===== config.mk =====
export PLATFORM = sky130hd
export DESIGN_NAME = gshc_div
export DESIGN_NICKNAME = d
export VERILOG_FILES = /design/src/design/gshc_div.sv
export SDC_FILE = /design/constraint.sdc
export NUM_CORES = 1
export LEC_CHECK = 0
export ABC_AREA = 0
export ABC_CLOCK_PERIOD_IN_PS = 6700
export BUFFER_PORTS_ARGS = -buffer_cell sky130_fd_sc_hd__buf_4
export CAP_MARGIN = 20
export CORE_MARGIN = 3
export CORE_UTILIZATION = 55
export DETAILED_ROUTE_END_ITERATION = 8
export PLACE_DENSITY = 0.91
export SLEW_MARGIN = 20
export SYNTH_ARGS = -nofsm -noshare
export SYNTH_HDL_FRONTEND = slang
export SYNTH_SLANG_ARGS = --single-unit

===== constraint.sdc =====
create_clock -name clk -period 6.7 [get_ports clk]
set_input_delay 0.335 -clock clk [delete_from_list [all_inputs] [get_ports clk]]
set_output_delay 0.335 -clock clk [all_outputs]
set_load 0.03 [all_outputs]

===== src/design/gshc_div.sv =====
module gshc_div (
	input  logic        clk,
	input  logic        arst_n,
	input  logic        start,
	input  logic [31:0] dividend,
	input  logic [31:0] divisor,
	output logic        done,
	output logic [31:0] quotient
);

	logic [31:0] rem_q;
	logic [31:0] quo_q;
	logic [31:0] dsr_q;
	logic [5:0]  cnt_q;
	logic        done_q;
	logic [32:0] rem_sh;
	logic [32:0] diff;
	logic        fits;

	assign rem_sh = {rem_q, quo_q[31]};
	assign diff   = rem_sh - {1'b0, dsr_q};
	assign fits   = !diff[32];

	always_ff @(posedge clk or negedge arst_n) begin
		if (!arst_n) begin
			cnt_q  <= '0;
			done_q <= 1'b0;
		end else if (start) begin
			cnt_q  <= 6'd32;
			done_q <= 1'b0;
		end else if (cnt_q != '0) begin
			cnt_q  <= cnt_q - 6'd1;
			done_q <= (cnt_q == 6'd1);
		end else begin
			done_q <= 1'b0;
		end
	end

	always_ff @(posedge clk) begin
		if (start) begin
			rem_q <= '0;
			quo_q <= dividend;
			dsr_q <= divisor;
		end else if (cnt_q != '0) begin
			rem_q <= fits ? diff[31:0] : rem_sh[31:0];
			quo_q <= {quo_q[30:0], fits};
		end
	end

	assign done     = done_q;
	assign quotient = quo_q;

endmodule


# --- Word-level counts from Yosys, hierarchy flattened ---
# Cells that the tools add are included.
# W data, S select, Z words.
op_classes:
  n_addsub: 2
  eq_ne: 1
  muxes: 7
  reduce_logical: 3
op_table:
  columns: ["operator", "n"]
  rows:
  - ["$mux W32", 3]
  - ["$sub A33 B32 Y33", 1]
  - ["$mux W6", 2]
  - ["$eq A6 B1 Y1 const B", 1]
  - ["$reduce_bool A6 Y1", 1]
  - ["$sub A6 B1 Y6 const B", 1]
  - ["$mux W1", 2]
  - ["$reduce_bool A2 Y1", 1]
  - ["$logic_not A1 Y1", 1]
totals:
  ff_bits: 103
  inputBits: 67
  elab_cells: 18

# --- Longest topological paths before layout ---
depth:
  ltp_word: 4
  mapped_depth: 14
  depth_no_buf: 12

# --- Worst setup path after synthesis ---
# No wires, ideal clock.
synth_path:
  path_type: "register to register"
  start: "register quo_q[31] (netlist: quotient[31])"
  end: "register rem_q[20]"
  arrival_ps: 3091
  required_ps: 6544
  path_slack_ps: 3453
  path_stages_with_launch: 15
  synth_period_minus_slack_ps: 3247
  path_cell_list: "edfxtp_1 inv_1 ha_1 fa_1 nor2b_1 o31ai_1 a31o_2 o21ai_2 o21ai_2 o41ai_4 xor2_1 buf_4 buf_8 mux2i_1 o22ai_1"
synth_between:
  elab_chain_cells: 2
synth_lines:
  columns: ["item", "line", "source"]
  rows:
  - ["start: declaration", "12", "logic [31:0] quo_q;"]
  - ["start signal: assignment", "42", "quo_q <= dividend;"]
  - ["start signal: assignment", "46", "quo_q <= {quo_q[30:0], fits};"]
  - ["$sub A33 B32 Y33", "21", "assign diff = rem_sh - {1'b0, dsr_q};"]
  - ["$mux W32", "45", "rem_q <= fits ? diff[31:0] : rem_sh[31:0];"]
  - ["end signal: assignment", "45", null]
  - ["end: declaration", "11", "logic [31:0] rem_q;"]
# Every way passes these cells.
# A chain may end at the register's enable or synchronous reset.

# --- Final worst setup path ---
layout_path:
  start: "register quo_q[31] (netlist: quotient[31])"
  end: "register rem_q[0]"
layout_between:
  elab_chain_cells: 2
layout_lines:
  columns: ["item", "line"]
  rows:
  - ["$sub A33 B32 Y33", "21"]
  - ["$mux W32 (*)", "45"]
# Every way passes the cells marked *; elsewhere a longest branch is shown, timed or not.

==> summary.md <==
| Metric | Value |
|---|---|
| Post-synthesis compound-gate area fraction | 15.4% |
| Grt peak-use layer | met2 |
| YS warnings | 0 |
| Routability cong. | 0.921 |
| Post-synth top cells | edfxtp_1 (64), nand2_1 (48), inv_1 (42) |
| Layout area overhead | 19.0% |
| Met1 usage | 26.8% |
| Fin. max-slew vios | 0 |
| Crit path kind | register to register |
| Chip Width | 108 um |
| Die area | 11700 um2 |
| Synth Area in Simple Gates | 9.36% |
| Routed WL per cell | 16.4 um |
| Adder-Cell Fraction of Synth Area | 7.77% |
| Worst Skew | 19.6 ps |
| Max cap viols | 0 |
| Die Y | 108 um |
| Crit path required time | 6980 ps |
| Post-route cell area | 6820 um2 |
| Synthesized flop and latch total | 103 |
| Ys async rst share | 6.80% |
| Post-DP HPWL | 9.23 mm |
| FP Rows | 36 |
| Final net count | 734 |
| Postcts setup bufs | 0 |
| Final std cells w/o fill | 770 |
| First-pass GRT wire length | 20.5 mm |
| Synthesized instance count | 541 |
| Power per Cell Area | 301 nW/um2 |
| CTS tree | done |
| CP delay by family, top | compound AO/OA/AOI/OAI gates |
| Netlist cell types | 53 |
| Share of layout cells above drive strength 1 | 24.8% |
| Starting Density | 57.6% |
| Crit share post-route | 54.9% |
| Yosys top cell by area | edfxtp_1 |
| DP Area | 6570 um2 |
| Root Driver | clkbuf_8 |
| Final Hold Viols | 0 |
| Count leader, synth | edfxtp_1 |
| Top cell by count, worst path | o21ai_2 |
| Post-CTS Hold Buffers | 1 |
| Initial drt markers | 249 |
| EDFF count, synth | 64 |
| RSZ-0062 raised after global routing | false |
| Placed Instances | 753 |
| Outcome | finished, final reports clean |
| Critical Path, Cell by Cell | inv_1 -> ha_1 -> fa_1 -> nor2b_1 -> o31ai_1 -> a31o_2 -> o21ai_2 -> o21ai_2 -> o41ai_4 -> xor2_2 -> buf_4 -> nand2_1 -> a32o_1 |
| XOR/XNOR Fraction of Synth Area | 4.89% |
| Type of the most critical hold path | primary input to register |
| Slew @ Worst Pin | 976 ps |
| VDD IR max | 253 uV |
| Buffers on Ports | 99 |
| GRT overflow | 0 |
| First-pass DRT Iterations | 5 |
| Gr usage total | 22.1% |
| Critical path launch point type | register |
| Seq/Total Area, Yosys | 47.8% |
| Post-Route WL | 12.7 mm |
| Post-synthesis mux area share | 10.1% |
| Routed Antenna Nets | 0 |
| Slew HR | 34.9% |
| Initial antenna violation count | 0 |
| CP arrival | 3960 ps |
| Clock Path Buffers | 2 |
| Via count | 4436 |
| Number of buffers created by CTS | 9 |
| Largest net degree at the start of global routing | 37 |
| Fin crit period | 3680 ps |
| Core area | 9950 um2 |
| Synth Cell Area | 5730 um2 |
| Largest family of logic cells by synthesized area | compound AO/OA/AOI/OAI gates |
| Vias in the first global route | 4369 |
| I/O pins | 100 |
| H-tree Lvls | 3 |
| Global routing usage on met2 | 37.6% |
| Post-synth top flop | edfxtp_1 |
| Final setup viols | 0 |
| Final setup TNS | 0 ps |
| Synth top area share | 33.5% |
| Lkg Pwr | 0.00299 uW |
| Number of vias per cell | 5.76 |
| Critical path's slowest cell | buf_4 |
| Worst skew pair latency | 400 ps |
| Clock-pin slew on the worst setup and hold paths | 110 ps |
| Syn_nets | 643 |
| Crit. End Element | register |
| Met3 usage | 5.73% |
| Dominant cells by area after synthesis | edfxtp_1 (34%), dfxtp_1 (11%), ha_1 (7.4%) |
| DR DRC count | 0 |
| ANT cells | 0 |
| Crit-path max FO | 23 |
| WP buf/inv | 2 |
| Delay of the slowest critical-path stage | 440 ps |
| FMAX | 272 MHz |
| Mapped Avg Cell Area | 10.6 um2 |
| Post-CTS sizing | 0 |
| Clock Sinks | 103 |
==> cells by family after synthesis <==
| kind of cell | count (synthesis) |
|---|---|
| flip-flops | 103 |
| AND/OR/NAND/NOR | 118 |
| AO/OA/AOI/OAI | 132 |
| multiplexers | 54 |
| adder cells (fa/ha/maj) | 35 |
| XOR/XNOR | 32 |
| buffers and inverters | 67 |
==> power breakdown <==
group	internal (uW)	switching, uW
registers	795	75.2
clock network	211	230
logic	311	433
==> worst paths after layout <==
kind                                         from                endpoint  slack [ps]  depth (start not counted)
setup / recovery           quotient[31]$_DFFE_PP_   rem_q[0]$_SDFFE_PP0P_        3020                         13
hold / removal                        divisor[30]     dsr_q[30]$_DFFE_PP_         110                          1
setup reg to reg           quotient[31]$_DFFE_PP_   rem_q[0]$_SDFFE_PP0P_        3020                         13
hold reg to reg            rem_q[11]$_SDFFE_PP0P_  rem_q[11]$_SDFFE_PP0P_         480                          2
max in group asynchronous                  arst_n    cnt_q[0]$_DFFE_PN0P_        6270                          2
min in group asynchronous                  arst_n    cnt_q[3]$_DFFE_PN0P_         300                          2
==> state kept, by name, summed over array words and instances (netlist names) <==
register / cells
rem_q: 32
done: 1
quotient: 32
cnt_q: 6
dsr_q: 32
==> area by class of cell <==
type	instances	area, um2
well taps	133	166
flip-flops and latches	103	2740
fillers	712	3130
clock inverters	5	68.8
inverters	42	158
repair buffers	105	791
multi-input cells	371	2740
clock buffers	11	163
==> layer usage <==
metal | vias to the layer above | wire length, um
met5 | - | 0
met3 | 25 | 888
met2 | 149 | 6350
met1 | 2111 | 5130
met4 | 0 | 276
li1 | 2151 | -
==> through the flow <==
stage | setup WS [ps] | power, uW | hold WS [ps] | util (%)
final | 3020 | 2050 | 108 | 68.5
after global routing | 2870 | 2160 | 85.7 | 68.5
after CTS | 3100 | 2060 | 91.6 | 68.5
after detailed placement | 3140 | 1610 | 153 | 66.0
after global placement | 3310 | 1580 | 150 | 66.0
after floorplan | 3450 | 1400 | 39.4 | -
==> cell usage in the layout, fill, tap and decap left out, drive strengths merged, types with 4 or more instances in the layout <==
master	instances
a21o	16
a21oi	29
a31oi	5
a32oi	9
buf	104
clkbuf	11
dfrtp	7
dfxtp	32
edfxtp	64
ha	34
inv	44
mux2	31
mux2i	23
nand2	48
nand3	14
nand4	8
nor2	23
nor2b	6
nor3	9
o211ai	5
o21a	4
o21ai	37
o31ai	5
xnor2	17
xor2	15
Power figures use the tool's default switching activity.
